[config.mk]
export PLATFORM = sky130hd
export DESIGN_NAME = signed_int_to_decimal_ascii
export DESIGN_NICKNAME = d
export VERILOG_FILES = /design/src/rtl/sidta_pkg.sv /design/src/rtl/sidta_seq.sv /design/src/rtl/sidta_dp.sv /design/src/rtl/signed_int_to_decimal_ascii.sv
export SDC_FILE = /design/constraint.sdc
export NUM_CORES = 1
export LEC_CHECK = 0
export BUFFER_PORTS_ARGS = -buffer_cell sky130_fd_sc_hd__buf_2
export CORE_UTILIZATION = 55
export CTS_CLUSTER_DIAMETER = 30
export CTS_CLUSTER_SIZE = 14
export DETAILED_ROUTE_END_ITERATION = 12
export HOLD_SLACK_MARGIN = 0.08
export PLACE_DENSITY = 0.74
export SETUP_SLACK_MARGIN = 0.2
export SYNTH_ARGS = -nofsm -noshare
export SYNTH_HDL_FRONTEND = slang
export SYNTH_SLANG_ARGS = --single-unit
[constraint.sdc]
create_clock -name i_clk -period 10.6 [get_ports i_clk]
set_input_delay 2.12 -clock i_clk [delete_from_list [all_inputs] [get_ports i_clk]]
set_output_delay 2.12 -clock i_clk [all_outputs]
set_load 0.005 [all_outputs]
[src/rtl/sidta_pkg.sv]
`timescale 1ns / 1ps
`default_nettype none
// ----------------------------------------------------------------------------
// Signed integer to decimal ASCII package
// Shared constants, microcode word layout, control and status structs and
// the microcode program of the converter.
// ----------------------------------------------------------------------------
package sidta_pkg;

    localparam int ValueW    = 32;
    localparam int NumDigits = 10;
    localparam int DigitIdxW = $clog2(NumDigits);
    localparam int NumShift  = ValueW;
    localparam int CntW      = $clog2(NumShift);
    localparam int StepW     = 3;
    localparam int CharW     = 8;

    localparam logic [CharW-1:0]     CharMinus = 8'h2D;
    localparam logic [CharW-1:0]     CharZero  = 8'h30;
    localparam logic [DigitIdxW-1:0] TopDigit  = DigitIdxW'(NumDigits - 1);
    localparam logic [CntW-1:0]      ShiftLast = CntW'(NumShift - 1);

    typedef logic [StepW-1:0] t_step;

    typedef enum logic [2:0] {
        OP_NOP,
        OP_LOAD,
        OP_SHIFT,
        OP_PTR_INIT,
        OP_SKIP,
        OP_SIGN,
        OP_DIGIT
    } t_op;

    typedef enum logic [2:0] {
        COND_NEXT,
        COND_ALWAYS,
        COND_NO_VALID,
        COND_CNT_NZ,
        COND_LEAD_ZERO,
        COND_PTR_NZ
    } t_cond;

    typedef struct packed {
        t_op   op;
        t_cond cond;
        t_step target;
    } t_uword;

    typedef struct packed {
        t_op  op;
        logic hold;
    } t_ctrl;

    typedef struct packed {
        logic neg;
        logic out_busy;
        logic cnt_nz;
        logic lead_zero;
        logic ptr_nz;
    } t_status;

    localparam t_step StepLoad    = 3'd0;
    localparam t_step StepShift   = 3'd1;
    localparam t_step StepPtrInit = 3'd2;
    localparam t_step StepSkip    = 3'd3;
    localparam t_step StepSign    = 3'd4;
    localparam t_step StepDigit   = 3'd5;
    localparam t_step StepDone    = 3'd6;

    function automatic t_uword ucode_rom(input t_step step);
        t_uword w;
        case (step)
            StepLoad:    w = '{op: OP_LOAD,     cond: COND_NO_VALID,  target: StepLoad};
            StepShift:   w = '{op: OP_SHIFT,    cond: COND_CNT_NZ,    target: StepShift};
            StepPtrInit: w = '{op: OP_PTR_INIT, cond: COND_NEXT,      target: StepLoad};
            StepSkip:    w = '{op: OP_SKIP,     cond: COND_LEAD_ZERO, target: StepSkip};
            StepSign:    w = '{op: OP_SIGN,     cond: COND_NEXT,      target: StepLoad};
            StepDigit:   w = '{op: OP_DIGIT,    cond: COND_PTR_NZ,    target: StepDigit};
            StepDone:    w = '{op: OP_NOP,      cond: COND_ALWAYS,    target: StepLoad};
            default:     w = '{op: OP_NOP,      cond: COND_ALWAYS,    target: StepLoad};
        endcase
        return w;
    endfunction

endpackage
`default_nettype wire

[src/rtl/sidta_seq.sv]
`timescale 1ns / 1ps
`default_nettype none
// ----------------------------------------------------------------------------
// Microcode sequencer
// Step counter over the microcode table with conditional jumps and a hold
// while the output register is still occupied.
// ----------------------------------------------------------------------------
module sidta_seq (
    input  wire logic               i_clk,
    input  wire logic               i_rst_n,
    input  wire logic               i_in_valid,
    input  wire sidta_pkg::t_status i_status,
    output sidta_pkg::t_ctrl        o_ctrl
);

    sidta_pkg::t_step  r_step;
    sidta_pkg::t_step  n_step;
    sidta_pkg::t_uword w_uword;
    logic              w_take;
    logic              w_hold;

    assign w_uword = sidta_pkg::ucode_rom(r_step);

    always_comb begin
        case (w_uword.cond)
            sidta_pkg::COND_NEXT:      w_take = 1'b0;
            sidta_pkg::COND_ALWAYS:    w_take = 1'b1;
            sidta_pkg::COND_NO_VALID:  w_take = !i_in_valid;
            sidta_pkg::COND_CNT_NZ:    w_take = i_status.cnt_nz;
            sidta_pkg::COND_LEAD_ZERO: w_take = i_status.lead_zero;
            sidta_pkg::COND_PTR_NZ:    w_take = i_status.ptr_nz;
            default:                   w_take = 1'b0;
        endcase
    end

    always_comb begin
        w_hold = i_status.out_busy &&
                 ((w_uword.op == sidta_pkg::OP_DIGIT) ||
                  ((w_uword.op == sidta_pkg::OP_SIGN) && i_status.neg));
    end

    always_comb begin
        if (w_hold) begin
            n_step = r_step;
        end else if (w_take) begin
            n_step = w_uword.target;
        end else begin
            n_step = r_step + 1'b1;
        end
    end

    always_ff @(posedge i_clk) begin
        if (!i_rst_n) begin
            r_step <= sidta_pkg::StepLoad;
        end else begin
            r_step <= n_step;
        end
    end

    assign o_ctrl = '{op: w_uword.op, hold: w_hold};

endmodule
`default_nettype wire

[src/rtl/sidta_dp.sv]
`timescale 1ns / 1ps
`default_nettype none
// ----------------------------------------------------------------------------
// Conversion datapath
// Magnitude and sign capture, shift-and-add-3 BCD register, digit pointer
// and the registered character output.
// ----------------------------------------------------------------------------
module sidta_dp (
    input  wire logic                               i_clk,
    input  wire logic                               i_rst_n,
    input  wire sidta_pkg::t_ctrl                   i_ctrl,
    input  wire logic                               i_in_valid,
    input  wire logic signed [sidta_pkg::ValueW-1:0] i_value,
    input  wire logic                               i_out_ready,
    output sidta_pkg::t_status                      o_status,
    output logic                                    o_out_valid,
    output logic [sidta_pkg::CharW-1:0]             o_text_char,
    output logic                                    o_last
);

    logic [sidta_pkg::ValueW-1:0]    r_mag;
    logic [sidta_pkg::ValueW-1:0]    n_mag;
    logic                            r_neg;
    logic                            n_neg;
    logic [3:0]                      r_bcd [sidta_pkg::NumDigits];
    logic [3:0]                      n_bcd [sidta_pkg::NumDigits];
    logic [3:0]                      w_adj [sidta_pkg::NumDigits];
    logic [sidta_pkg::CntW-1:0]      r_cnt;
    logic [sidta_pkg::CntW-1:0]      n_cnt;
    logic [sidta_pkg::DigitIdxW-1:0] r_ptr;
    logic [sidta_pkg::DigitIdxW-1:0] n_ptr;
    logic                            r_out_valid;
    logic                            n_out_valid;
    logic [sidta_pkg::CharW-1:0]     r_out_char;
    logic [sidta_pkg::CharW-1:0]     n_out_char;
    logic                            r_out_last;
    logic                            n_out_last;
    logic [3:0]                      w_cur_digit;
    logic                            w_ptr_nz;
    logic                            w_load;
    logic                            w_run;

    assign w_cur_digit = r_bcd[r_ptr];
    assign w_ptr_nz    = (r_ptr != '0);
    assign w_run       = !i_ctrl.hold;
    assign w_load      = (i_ctrl.op == sidta_pkg::OP_LOAD) && i_in_valid;

    always_comb begin
        for (int i = 0; i < sidta_pkg::NumDigits; i++) begin
            w_adj[i] = (r_bcd[i] >= 4'd5) ? (r_bcd[i] + 4'd3) : r_bcd[i];
        end
    end

    always_comb begin
        n_mag       = r_mag;
        n_neg       = r_neg;
        n_cnt       = r_cnt;
        n_ptr       = r_ptr;
        n_bcd       = r_bcd;
        n_out_char  = r_out_char;
        n_out_last  = r_out_last;
        n_out_valid = r_out_valid && !i_out_ready;
        case (i_ctrl.op)
            sidta_pkg::OP_LOAD: begin
                if (w_load) begin
                    n_neg = i_value[sidta_pkg::ValueW-1];
                    n_mag = i_value[sidta_pkg::ValueW-1] ? (~i_value + 1'b1) : i_value;
                    n_cnt = sidta_pkg::ShiftLast;
                    for (int i = 0; i < sidta_pkg::NumDigits; i++) begin
                        n_bcd[i] = 4'd0;
                    end
                end
            end
            sidta_pkg::OP_SHIFT: begin
                n_mag = {r_mag[sidta_pkg::ValueW-2:0], 1'b0};
                n_cnt = r_cnt - 1'b1;
                n_bcd[0] = {w_adj[0][2:0], r_mag[sidta_pkg::ValueW-1]};
                for (int i = 1; i < sidta_pkg::NumDigits; i++) begin
                    n_bcd[i] = {w_adj[i][2:0], w_adj[i-1][3]};
                end
            end
            sidta_pkg::OP_PTR_INIT: begin
                n_ptr = sidta_pkg::TopDigit;
            end
            sidta_pkg::OP_SKIP: begin
                if (w_ptr_nz && (w_cur_digit == 4'd0)) begin
                    n_ptr = r_ptr - 1'b1;
                end
            end
            sidta_pkg::OP_SIGN: begin
                if (w_run && r_neg) begin
                    n_out_valid = 1'b1;
                    n_out_char  = sidta_pkg::CharMinus;
                    n_out_last  = 1'b0;
                end
            end
            sidta_pkg::OP_DIGIT: begin
                if (w_run) begin
                    n_out_valid = 1'b1;
                    n_out_char  = sidta_pkg::CharZero | {4'd0, w_cur_digit};
                    n_out_last  = !w_ptr_nz;
                    if (w_ptr_nz) begin
                        n_ptr = r_ptr - 1'b1;
                    end
                end
            end
            default: begin
            end
        endcase
    end

    always_ff @(posedge i_clk) begin
        if (!i_rst_n) begin
            r_out_valid <= 1'b0;
            r_cnt       <= '0;
            r_ptr       <= '0;
        end else begin
            r_out_valid <= n_out_valid;
            r_cnt       <= n_cnt;
            r_ptr       <= n_ptr;
        end
    end

    always_ff @(posedge i_clk) begin
        r_mag      <= n_mag;
        r_neg      <= n_neg;
        r_bcd      <= n_bcd;
        r_out_char <= n_out_char;
        r_out_last <= n_out_last;
    end

    assign o_status = '{
        neg:       r_neg,
        out_busy:  r_out_valid && !i_out_ready,
        cnt_nz:    (r_cnt != '0),
        lead_zero: w_ptr_nz && (w_cur_digit == 4'd0),
        ptr_nz:    w_ptr_nz
    };

    assign o_out_valid = r_out_valid;
    assign o_text_char = r_out_char;
    assign o_last      = r_out_last;

`ifndef SYNTHESIS
    a_char_range: assert property (@(posedge i_clk) disable iff (!i_rst_n)
        r_out_valid |-> (r_out_char == sidta_pkg::CharMinus) ||
                        ((r_out_char >= sidta_pkg::CharZero) &&
                         (r_out_char <= (sidta_pkg::CharZero + 8'd9))))
        else $error("output character is neither a minus sign nor a digit");

    a_minus_not_last: assert property (@(posedge i_clk) disable iff (!i_rst_n)
        (r_out_valid && (r_out_char == sidta_pkg::CharMinus)) |-> !r_out_last)
        else $error("minus sign marked as the last character");

    a_load_count: assert property (@(posedge i_clk) disable iff (!i_rst_n)
        w_load |=> (r_cnt == sidta_pkg::ShiftLast))
        else $error("shift count not initialized on input transaction");
`endif

endmodule
`default_nettype wire

[src/rtl/signed_int_to_decimal_ascii.sv]
`timescale 1ns / 1ps
`default_nettype none
// ----------------------------------------------------------------------------
// Signed integer to decimal ASCII converter
// Converts a signed 32-bit value into its decimal text, one character per
// output transaction, with the last flag on the final character.
// ----------------------------------------------------------------------------
// Each input transaction produces an optional '-' followed by the decimal
// digits from most significant to least, without leading zeros; zero gives a
// single '0', and the most negative value gives "-2147483648". The block works
// on one value at a time: it does not accept the next value until the
// microcode program has run through all steps for the current one, and the
// sign step of a negative value or a digit step waits while the pending
// character has not been taken. The program has one load step, 32
// shift-and-add-3 steps of the BCD register, eleven steps for the ten digit
// positions (one per suppressed leading zero, one that finds the leading
// digit and one per emitted digit), and single steps for pointer setup, sign
// and completion.
// ----------------------------------------------------------------------------
module signed_int_to_decimal_ascii (
    input  wire logic                                i_clk,
    input  wire logic                                i_rst_n,
    input  wire logic                                i_in_valid,
    output logic                                     o_in_ready,
    input  wire logic signed [sidta_pkg::ValueW-1:0] i_value,
    output logic                                     o_out_valid,
    input  wire logic                                i_out_ready,
    output logic [sidta_pkg::CharW-1:0]              o_text_char,
    output logic                                     o_last
);

    sidta_pkg::t_ctrl   w_ctrl;
    sidta_pkg::t_status w_status;

    sidta_seq u_seq (
        .i_clk      (i_clk),
        .i_rst_n    (i_rst_n),
        .i_in_valid (i_in_valid),
        .i_status   (w_status),
        .o_ctrl     (w_ctrl)
    );

    sidta_dp u_dp (
        .i_clk       (i_clk),
        .i_rst_n     (i_rst_n),
        .i_ctrl      (w_ctrl),
        .i_in_valid  (i_in_valid),
        .i_value     (i_value),
        .i_out_ready (i_out_ready),
        .o_status    (w_status),
        .o_out_valid (o_out_valid),
        .o_text_char (o_text_char),
        .o_last      (o_last)
    );

    assign o_in_ready = (w_ctrl.op == sidta_pkg::OP_LOAD);

endmodule
`default_nettype wire
==> results.sh, run 1 <==
export IMPL_crit_chain="buf_2, or3_1, nor4_2, nand2b_1, nand2b_1, o31ai_1, xor2_1, o21ai_0"
export IMPL_end_kind="register"
export IMPL_tns_ns=0
export IMPL_setup_violations=0
export IMPL_numPortBuffers=43
export IMPL_clock_sinks=92
export IMPL_r2r_start="u_dp.r_ptr[0]$_SDFFE_PN0P_"
export IMPL_dr_total_vias=4327
export IMPL_wl_per_cell_um=14.7
export IMPL_multiInputGateArea_mm2=0.00291
export IMPL_clk_path_buf_depth=2
export IMPL_avgSynthCellArea_um2=9.65
export IMPL_routed_wirelength_um=11400
export IMPL_ant_nets=0
export IMPL_period_minus_slack_ns=4.07
export IMPL_fmax_ghz=0.246
export IMPL_netlist_area_mm2=0.00577
export IMPL_gr_total_overflow=0
export IMPL_fin_area_mm2=0.00629
export IMPL_gp_congestion=0.874
export IMPL_hold_class="reg2reg"
export IMPL_grt_pass1_wl_um=19100
export IMPL_holdCritStartpoint="u_dp.r_mag[0]$_SDFFCE_PP0P_"
export IMPL_r2r_setup_slack_ns=7.59
export IMPL_required_ns=10.69
export IMPL_p_leak_nw=2.42
export IMPL_postCtsHoldBufs=0
export IMPL_yosysUniqueCellTypes=58
export IMPL_internal_power_mw=1.14
export IMPL_dp_hpwl_um=7850
export IMPL_start_kind="primary input"
export IMPL_drive_above_1_share_pct=12.7
export IMPL_grt_usage_pct=21.9
export IMPL_dieArea_mm2=0.0109
export IMPL_maxSlewViolCount=0
export IMPL_p_comb_share_pct=44.8
export IMPL_cp_arrival_ns=4.15
export IMPL_cts_max_level=3
export IMPL_cpPeakStageDelay_ns=0.44
export IMPL_rsz0062_at_grt="false"
export IMPL_crit_top_cell="nand2b_1"
export IMPL_synth_edf_count=79
export IMPL_ir_drop_uv=212
export IMPL_seqCellArea_mm2=0.00263
export IMPL_grt_pass1_vias=4236
export IMPL_drc_errors=0
export IMPL_sw_frac_of_total_pct=41.5
export IMPL_grt_start_max_net_pins=78
export IMPL_core_mm2=0.0102
export IMPL_vias_per_cell=5.60
export IMPL_async_flop_share_pct=0
export IMPL_cts_reportedPaths_clkPinSlew_ns=0.09
export IMPL_clock_latency_ns=0.37
export IMPL_crit_type="in2reg"
export IMPL_ys_warn_count=0
export IMPL_hold_violations=0
export IMPL_dp_slack_ns=6.21
export IMPL_seq_power_share_pct=41.7
export IMPL_die_w_um=104
export IMPL_slew_headroom_pct=28.0
export IMPL_layout_setup_ws_ns=6.53
export IMPL_finClkSkew_ns=0.00739
export IMPL_drtIter0Drc=267
export IMPL_min_period_over_period_pct=38.4
export IMPL_cts_buffers=9
export IMPL_dpl_cell_area_mm2=0.00608
export IMPL_power_switching_mw=0.808
export IMPL_cp_max_fo=6
export IMPL_grt_antenna_before_repair=0
export IMPL_post_cts_setup_buffers=0
export IMPL_critPathSlowestCell="or3_1"
export IMPL_clkPwrFrac_pct=13.4
export IMPL_cts_tree="built"
export IMPL_n_fill_cell=836
export IMPL_row_count=37
export IMPL_ys_seq_elements=92
export IMPL_synth_ff_type="edfxtp_1"
export IMPL_worst_pin_slew_ns=1.08
export IMPL_ctsRootBufferMaster="clkbuf_8"
export IMPL_outcome="completed"
export IMPL_maxCapViolCount=0
export IMPL_syn_inst=598
export IMPL_area_growth_pct=9.06
export IMPL_nNetsFinal=697
export IMPL_dr_pass1_iters=5
export IMPL_powerDensity_mw_per_mm2=309
export IMPL_fp_dieH_um=104
export IMPL_crit_start="i_value[8]"
export IMPL_antenna_cells=0
export IMPL_cts_resized=0
export IMPL_ios=47
export IMPL_seq_area_frac_synth_pct=45.6
export IMPL_initial_core_util_pct=56.4
## final timing paths
| check | endpoint | depth (start not counted) |
|---|---|---|
| max | u_dp.r_mag[22]$_DFFE_PP_ | 8 |
| min | u_dp.r_mag[1]$_DFFE_PP_ | 2 |
| min reg2reg | u_dp.r_mag[1]$_DFFE_PP_ | 2 |
| max reg2reg | u_dp.r_ptr[0]$_SDFFE_PN0P_ | 7 |
## worst max-delay path: cells and delay by family
family | cells | cell delay (ns)
AOI/OAI and AO/OA | 2 | 0.39
xor gates and xnor gates | 1 | 0.19
buffers and inverters | 1 | 0.11
and+or+nand+nor | 4 | 1.35
## layout by cell type (no fill, tap or decap), types with 4 or more instances in the layout
master,netlist,routed
inv_1,34,34
nand2b_1,14,14
o31ai_1,10,10
nor3b_1,9,9
nor2b_1,4,4
nand3b_1,4,4
nor3_1,6,6
buf_2,0,43
o22a_1,4,4
edfxtp_1,79,79
clkbuf_8,0,9
xor2_1,28,28
xnor2_1,11,11
nand3_1,8,8
dfxtp_1,13,13
nor2_1,72,72
nand2_1,69,68
o21ai_0,44,44
mux4_2,4,4
a21oi_1,50,50
ha_1,30,30
mux2i_1,21,21
and3_1,4,4
o41ai_1,4,4
o22ai_1,4,4
## kinds of logic (layout without fill, tap and decap cells)
kind of cell / after synthesis / count (layout) / synth area share (%)
AOI/OAI and AO/OA: 138 / 138 / 14.5
xor gates and xnor gates: 39 / 39 / 5.92
adders and majority gates: 30 / 30 / 6.50
buffers and inverters: 59 / 96 / 4.25
DFF: 92 / 92 / 45.6
muxes: 27 / 27 / 5.59
other: 2 / 3 / 0.130
and+or+nand+nor: 211 / 211 / 17.5
## per-layer routing
metal  GRT usage (%)  wire [um]
met5               0          0
met4            8.47        173
met3            4.45        496
met2            36.3       5540
met1            28.0       5160
## metrics by stage
stage / power (mW) / hold slack [ns] / utilization, % / cells
3_5_place_dp: 1.69 / 0.512 / 59.4 / 756
3_3_place_gp: 1.64 / 0.496 / 59.4 / 756
2_1_floorplan: 1.48 / 0.472 / - / 599
4_1_cts: 1.95 / 0.530 / 61.5 / 772
5_1_grt: 2.10 / 0.554 / 61.5 / 772
6_report: 1.94 / 0.532 / 61.5 / 772
## power groups by stage
| stage | logic (mW) | clock network, mW | registers, mW |
|---|---|---|---|
| finish | 0.871 | 0.261 | 0.811 |
| global route | 0.984 | 0.281 | 0.839 |
| CTS | 0.876 | 0.268 | 0.810 |
| detailed placement | 0.869 | 0 | 0.818 |
| global placement | 0.830 | 0 | 0.807 |
| floorplan | 0.699 | 0 | 0.785 |
## flip-flops by register name (all words and copies together), names as in the netlist
signal and cells:
u_dp.o_text_char 5, u_dp.r_mag 32, u_seq.r_step 3, u_dp.o_out_valid 1, u_dp.r_ptr 4, u_dp.r_cnt 5
u_dp.r_bcd 40, u_dp.o_last 1, u_dp.r_neg 1
## area by class of cell
cell class,instances,area share (%)
inverter,34,2.03
tap,136,2.70
clock buffer,9,1.97
timing repair buffer,46,3.78
multi-input combinational,448,46.3
sequential,92,41.8
clock inverter,7,1.45
## synth_stat cells (2+ instances only)
| master | instances | area share [%] |
|---|---|---|
| nor4_1 | 2 | 0.22 |
| a211oi_1 | 2 | 0.26 |
| nor2b_1 | 4 | 0.43 |
| nand2b_1 | 14 | 1.5 |
| nor2_1 | 72 | 4.7 |
| inv_1 | 34 | 2.2 |
| mux2_2 | 2 | 0.39 |
| or3_1 | 3 | 0.33 |
| or4_1 | 3 | 0.39 |
| o41ai_1 | 4 | 0.61 |
| conb_1 | 2 | 0.13 |
| buf_1 | 2 | 0.13 |
| o31ai_1 | 10 | 1.3 |
| o21ai_0 | 44 | 3.8 |
| o22ai_1 | 4 | 0.43 |
| nand3b_1 | 4 | 0.52 |
| ha_1 | 30 | 6.5 |
| and3_1 | 4 | 0.43 |
| dfxtp_1 | 13 | 4.5 |
| o22a_1 | 4 | 0.61 |
| a31oi_1 | 2 | 0.22 |
| a21oi_1 | 50 | 4.3 |
| a21o_1 | 3 | 0.39 |
| nor3_1 | 6 | 0.52 |
| or4_4 | 2 | 0.39 |
| o211a_1 | 2 | 0.35 |
| mux4_2 | 4 | 1.6 |
| nand3_1 | 8 | 0.69 |
| xor2_1 | 28 | 4.2 |
| xnor2_1 | 11 | 1.7 |
| clkbuf_1 | 17 | 1.1 |
| a311oi_1 | 2 | 0.30 |
| nand4_1 | 2 | 0.22 |
| nand2_1 | 69 | 4.5 |
| and2_1 | 2 | 0.22 |
| mux2i_1 | 21 | 3.6 |
| nor3b_1 | 9 | 1.2 |
| edfxtp_1 | 79 | 41 |
| o41ai_2 | 2 | 0.56 |
| buf_4 | 4 | 0.52 |
Note: power is estimated with default switching activity, not from simulation.
==> inputs of run 2 (changes only) <==
- clock period: 10.6 -> 4 ns (I/O delays scaled with it)
==> run 2 against run 1 <==
Via count up 0.90%. Non-clock buffer count up 1. First-iteration DRC count down 3.0%. Die area unchanged. Utilization up 0.073 points. Flip-flop and latch count unchanged. Critical endpoint is now u_seq.r_step[2]$_SDFFE_PN0N_. Largest power group unchanged.
==> results.sh, run 2 (synthesis gave the netlist of run 1 again) <==
export IMPL_slew_headroom_pct=46.2
export IMPL_setup_violations=0
export IMPL_powerDensity_mw_per_mm2=811
export IMPL_cp_max_fo=15
export IMPL_critPathSlowestCell="dfxtp_1"
export IMPL_dpl_cell_area_mm2=0.00610
export IMPL_worst_pin_slew_ns=0.806
export IMPL_regMostFlops="u_dp.r_bcd"
export IMPL_post_cts_setup_buffers=0
export IMPL_clock_latency_ns=0.36
export IMPL_mostFrequentLayoutCell="edfxtp_1"
export IMPL_p_leak_nw=2.43
export IMPL_ir_drop_uv=502
export IMPL_maxCapViolCount=0
export IMPL_hold_class="reg2reg"
export IMPL_maxSlewViolCount=0
export IMPL_drc_errors=0
export IMPL_gp_congestion=0.847
export IMPL_area_growth_pct=9.19
export IMPL_period_minus_slack_ns=2.87
export IMPL_r2r_start="u_dp.r_ptr[0]$_SDFFE_PN0P_"
export IMPL_cts_tree="built"
export IMPL_layout_setup_ws_ns=1.13
export IMPL_rsz0062_at_grt="false"
export IMPL_ant_nets=0
export IMPL_nNetsFinal=698
export IMPL_numPortBuffers=43
export IMPL_ctsRootBufferMaster="clkbuf_8"
export IMPL_fp_dieH_um=104
export IMPL_initial_core_util_pct=56.4
export IMPL_antenna_cells=0
export IMPL_crit_type="reg2reg"
export IMPL_largest_reg_flops=40
export IMPL_cts_resized=0
export IMPL_dp_hpwl_um=7830
export IMPL_n_fill_cell=887
export IMPL_cpPeakStageDelay_ns=0.85
export IMPL_crit_cells=8
export IMPL_vias_per_cell=5.65
export IMPL_grt_antenna_before_repair=0
export IMPL_required_ns=4.26
export IMPL_dieArea_mm2=0.0109
export IMPL_holdPathStages=1
export IMPL_gr_total_overflow=0
export IMPL_dr_total_vias=4366
export IMPL_crit_start="u_dp.r_ptr[0]$_SDFFE_PN0P_"
export IMPL_cts_max_level=3
export IMPL_postCtsHoldBufs=0
export IMPL_hold_violations=0
export IMPL_drtIter0Drc=259
export IMPL_grt_pass1_vias=4103
export IMPL_top_regs="u_dp.r_bcd (40), u_dp.r_mag (32)"
export IMPL_cp_arrival_ns=3.12
export IMPL_ios=47
export IMPL_tns_ns=0
export IMPL_clock_sinks=92
export IMPL_crit_chain="buf_4, mux2_2, o22ai_1, o22a_1, nand4_1, o211a_1, and3b_1, o31a_1"
export IMPL_routed_wirelength_um=11000
export IMPL_start_kind="register"
export IMPL_wl_per_cell_um=14.3
export IMPL_critPathTopFamily="compound AO/OA/AOI/OAI gates"
export IMPL_outcome="completed"
export IMPL_holdCritStartpoint="u_dp.r_cnt[0]$_SDFFE_PN0P_"
export IMPL_ff2ff_path_depth=8
export IMPL_end_kind="register"
export IMPL_grt_usage_pct=21.2
export IMPL_dp_slack_ns=0.914
export IMPL_mostFrequentLayoutCells="edfxtp_1 (79), nor2_1 (72), nand2_1 (68)"
export IMPL_cts_buffers=9
export IMPL_row_count=37
export IMPL_drive_above_1_share_pct=13.0
export IMPL_min_period_over_period_pct=71.7
export IMPL_critPathBufInv=1
export IMPL_cts_reportedPaths_clkPinSlew_ns=0.09
export IMPL_fmax_ghz=0.349
export IMPL_clk_path_buf_depth=2
export IMPL_dr_pass1_iters=5
export IMPL_finClkSkew_ns=0.0130
export IMPL_die_w_um=104
export IMPL_fin_area_mm2=0.00630
export IMPL_core_mm2=0.0102
export IMPL_grt_start_max_net_pins=73
export IMPL_grt_pass1_wl_um=18600
[run 2: final timing paths]
| check | endpoint | slack (ns) |
|---|---|---|
| worst min-delay path | u_dp.r_cnt[0]$_SDFFE_PN0P_ | 0.52 |
| worst min register to register | u_dp.r_cnt[0]$_SDFFE_PN0P_ | 0.52 |
| worst max-delay path | u_seq.r_step[2]$_SDFFE_PN0N_ | 1.13 |
| worst max register to register | u_seq.r_step[2]$_SDFFE_PN0N_ | 1.13 |
[run 2: cell type report]
type | count | area (um^2) | share of cell area [%]
multi-input combinational | 448 | 2910 | 46.2
clock buffer | 12 | 155 | 2.46
inverter | 34 | 128 | 2.03
sequential | 92 | 2630 | 41.8
tap | 136 | 170 | 2.70
clock inverter | 4 | 47.5 | 0.754
timing repair buffer | 47 | 258 | 4.09
[run 2: per-stage QoR]
stage	power (mW)	std cells	utilization, %	hold slack, ns
floorplan	3.89	599	-	0.472
global placement	4.36	757	59.6	0.489
detailed placement	4.48	757	59.6	0.515
CTS	5.13	773	61.6	0.527
global route	5.51	773	61.6	0.538
finish	5.11	773	61.6	0.520
[run 2: layer usage]
layer | wire length [um] | GRT usage, % | vias to the layer above | share of wire [%]
li1 | - | - | 2188 | -
met3 | 347 | 4.01 | 13 | 3.1
met1 | 5210 | 27.4 | 2093 | 47
met4 | 145 | 6.53 | 0 | 1.3
met5 | 0 | 0 | - | 0
met2 | 5320 | 36.0 | 72 | 48
[run 2: power by group]
group / switching (mW) / internal, mW
sequential: 0.365 / 1.76
clock: 0.326 / 0.322
combinational: 1.42 / 0.920
total: 2.11 / 3.00
==> inputs of run 3 (changes only) <==
- PLACE_DENSITY: 0.74 -> 0.77
- clock period: 4 -> 2.4 ns (I/O delays scaled with it)
==> run 3 against run 2 <==
Critical path depth stayed put. Count of clock-buffer cells in the layout is 2 lower. First-iteration DRC count is 17% lower. Register-to-register slack worse by 1.1 ns. Power is 80% higher.
==> results.sh, run 3 (synthesis gave the netlist of run 1 again) <==
export IMPL_hold_class="in2reg"
export IMPL_hold_ws_ns=0.447
export IMPL_dpl_cell_area_mm2=0.00650
export IMPL_grt_usage_pct=23.3
export IMPL_sw_frac_of_total_pct=41.1
export IMPL_cp_max_fo=4
export IMPL_drc_errors=0
export IMPL_total_power_mw=9.22
export IMPL_r2r_setup_slack_ns=0.07
export IMPL_regMostFlops="u_dp.r_bcd"
export IMPL_powerDensity_mw_per_mm2=1340
export IMPL_internal_power_mw=5.43
export IMPL_holdPathStages=2
export IMPL_r2r_start="u_dp.r_ptr[0]$_SDFFE_PN0P_"
export IMPL_fp_dieH_um=104
export IMPL_fin_area_mm2=0.00689
export IMPL_min_period_over_period_pct=97.9
export IMPL_rsz0062_at_grt="true"
export IMPL_die_w_um=104
export IMPL_drtIter0Drc=216
export IMPL_cts_buffers=9
export IMPL_gr_total_overflow=0
export IMPL_finClkSkew_ns=0.00970
export IMPL_dp_hpwl_um=8510
export IMPL_clock_latency_ns=0.36
export IMPL_numPortBuffers=43
export IMPL_power_switching_mw=3.79
export IMPL_maxCapViolCount=0
export IMPL_cts_max_level=3
export IMPL_grt_pass1_vias=4533
export IMPL_ios=47
export IMPL_ir_drop_uv=662
export IMPL_setup_violations=0
export IMPL_grt_start_max_net_pins=54
export IMPL_largest_reg_flops=40
export IMPL_gp_congestion=0.848
export IMPL_cts_tree="built"
export IMPL_start_kind="primary input"
export IMPL_row_count=37
export IMPL_ant_nets=0
export IMPL_seq_power_share_pct=37.9
export IMPL_mostFrequentLayoutCell="edfxtp_1"
export IMPL_slew_headroom_pct=55.6
export IMPL_clk_path_buf_depth=2
export IMPL_outcome="completed"
export IMPL_dr_pass1_iters=5
export IMPL_area_growth_pct=19.4
export IMPL_fmax_ghz=0.426
export IMPL_end_kind="register"
export IMPL_dieArea_mm2=0.0109
export IMPL_wl_per_cell_um=14.8
export IMPL_vias_per_cell=5.57
export IMPL_p_comb_share_pct=52.2
export IMPL_hold_end="u_seq.r_step[2]$_SDFFE_PN0N_"
export IMPL_required_ns=2.49
export IMPL_cts_reportedPaths_clkPinSlew_ns=0.09
export IMPL_maxSlewViolCount=0
export IMPL_clkPwrFrac_pct=9.9
export IMPL_p_leak_nw=2.73
export IMPL_r2r_end="u_seq.r_step[2]$_SDFFE_PN0N_"
export IMPL_dr_total_vias=4593
export IMPL_top_regs="u_dp.r_bcd (40), u_dp.r_mag (32)"
export IMPL_crit_type="in2reg"
export IMPL_hold_violations=0
export IMPL_period_minus_slack_ns=2.35
export IMPL_mostFrequentLayoutCells="edfxtp_1 (79), nor2_1 (71), nand2_1 (66)"
export IMPL_clock_sinks=92
export IMPL_worst_pin_slew_ns=0.666
export IMPL_antenna_cells=0
export IMPL_ctsRootBufferMaster="clkbuf_8"
export IMPL_grt_antenna_before_repair=0
export IMPL_cp_arrival_ns=2.44
export IMPL_initial_core_util_pct=56.4
export IMPL_drive_above_1_share_pct=23.2
export IMPL_core_mm2=0.0102
export IMPL_ff2ff_path_depth=9
export IMPL_routed_wirelength_um=12200
export IMPL_holdCritStartpoint="i_rst_n"
export IMPL_grt_pass1_wl_um=20500
export IMPL_nNetsFinal=750
## run 3: cell types whose count changed in the layout (fill, tap and decap cells not counted), sizes merged
cell,delta
buf,+52
bufinv,-1
clkbuf,-2
clkinv,+3
## run 3: what timing repair did
item | 4_1_cts | 5_1_grt
pin swaps | 6 | 13
hold buffers | 0 | 0
gates resized for setup | 5 | 15
setup buffers | 10 | 7
endpoints found under the setup margin | 55 | 104
## run 3: area by class of cell
type,count,area [um^2]
clock inverter,6,31.3
fill,776,3340
multi-input combinational,448,3080
inverter,34,128
clock buffer,10,128
timing repair buffer,99,707
tap,136,170
sequential,92,2640
## run 3: routing by layer
metal  vias up  wire length, um  GRT usage, %
met3        17              382          2.63
met5         -                0             0
met2        92             6080          40.1
li1       2292                -             -
met1      2192             5550          29.6
met4         0              203          10.5
## run 3: how the worst max path moves through the flow
stage                                       startpoint  slack, ns  cells after the start                            to
final                                      i_value[14]       0.05                      8      u_dp.r_mag[28]$_DFFE_PP_
after global routing                       i_value[14]      -0.04                      8      u_dp.r_mag[28]$_DFFE_PP_
after CTS                   u_dp.r_ptr[0]$_SDFFE_PN0P_       0.12                      7  u_seq.r_step[2]$_SDFFE_PN0N_
after detailed placement                   i_value[14]      -0.29                      8      u_dp.r_mag[29]$_DFFE_PP_
after global placement                     i_value[14]      -0.23                      8      u_dp.r_mag[29]$_DFFE_PP_
after floorplan           u_seq.r_step[1]$_SDFFE_PN0N_      -0.49                      7   u_dp.r_bcd[0]$_SDFFCE_PN0P_
## run 3: power groups by stage
stage               sequential [mW]  combinational, mW  clock (mW)
floorplan                      3.40               3.20           0
global placement               3.50               4.21           0
finish                         3.50               4.81       0.914
global route                   3.60               5.38       0.993
CTS                            3.50               4.59       0.943
detailed placement             3.54               4.41           0
## run 3: critical path, stage by stage
cell	delay [ns]
buf_6	0.09
or4_4	0.52
or4_4	0.45
nor2_4	0.19
nand3b_1	0.18
o31ai_2	0.25
xor2_1	0.19
a21oi_1	0.09
## run 3: metrics by stage
step | TNS [ns] | cells | setup WS [ns] | utilization, %
after global routing | -0.0576 | 825 | -0.0419 | 67.3
after floorplan | -38.06 | 599 | -0.495 | -
after detailed placement | -1.97 | 792 | -0.285 | 63.6
after global placement | -1.48 | 792 | -0.226 | 63.6
final | 0 | 825 | 0.0506 | 67.3
after CTS | 0 | 818 | 0.116 | 66.1
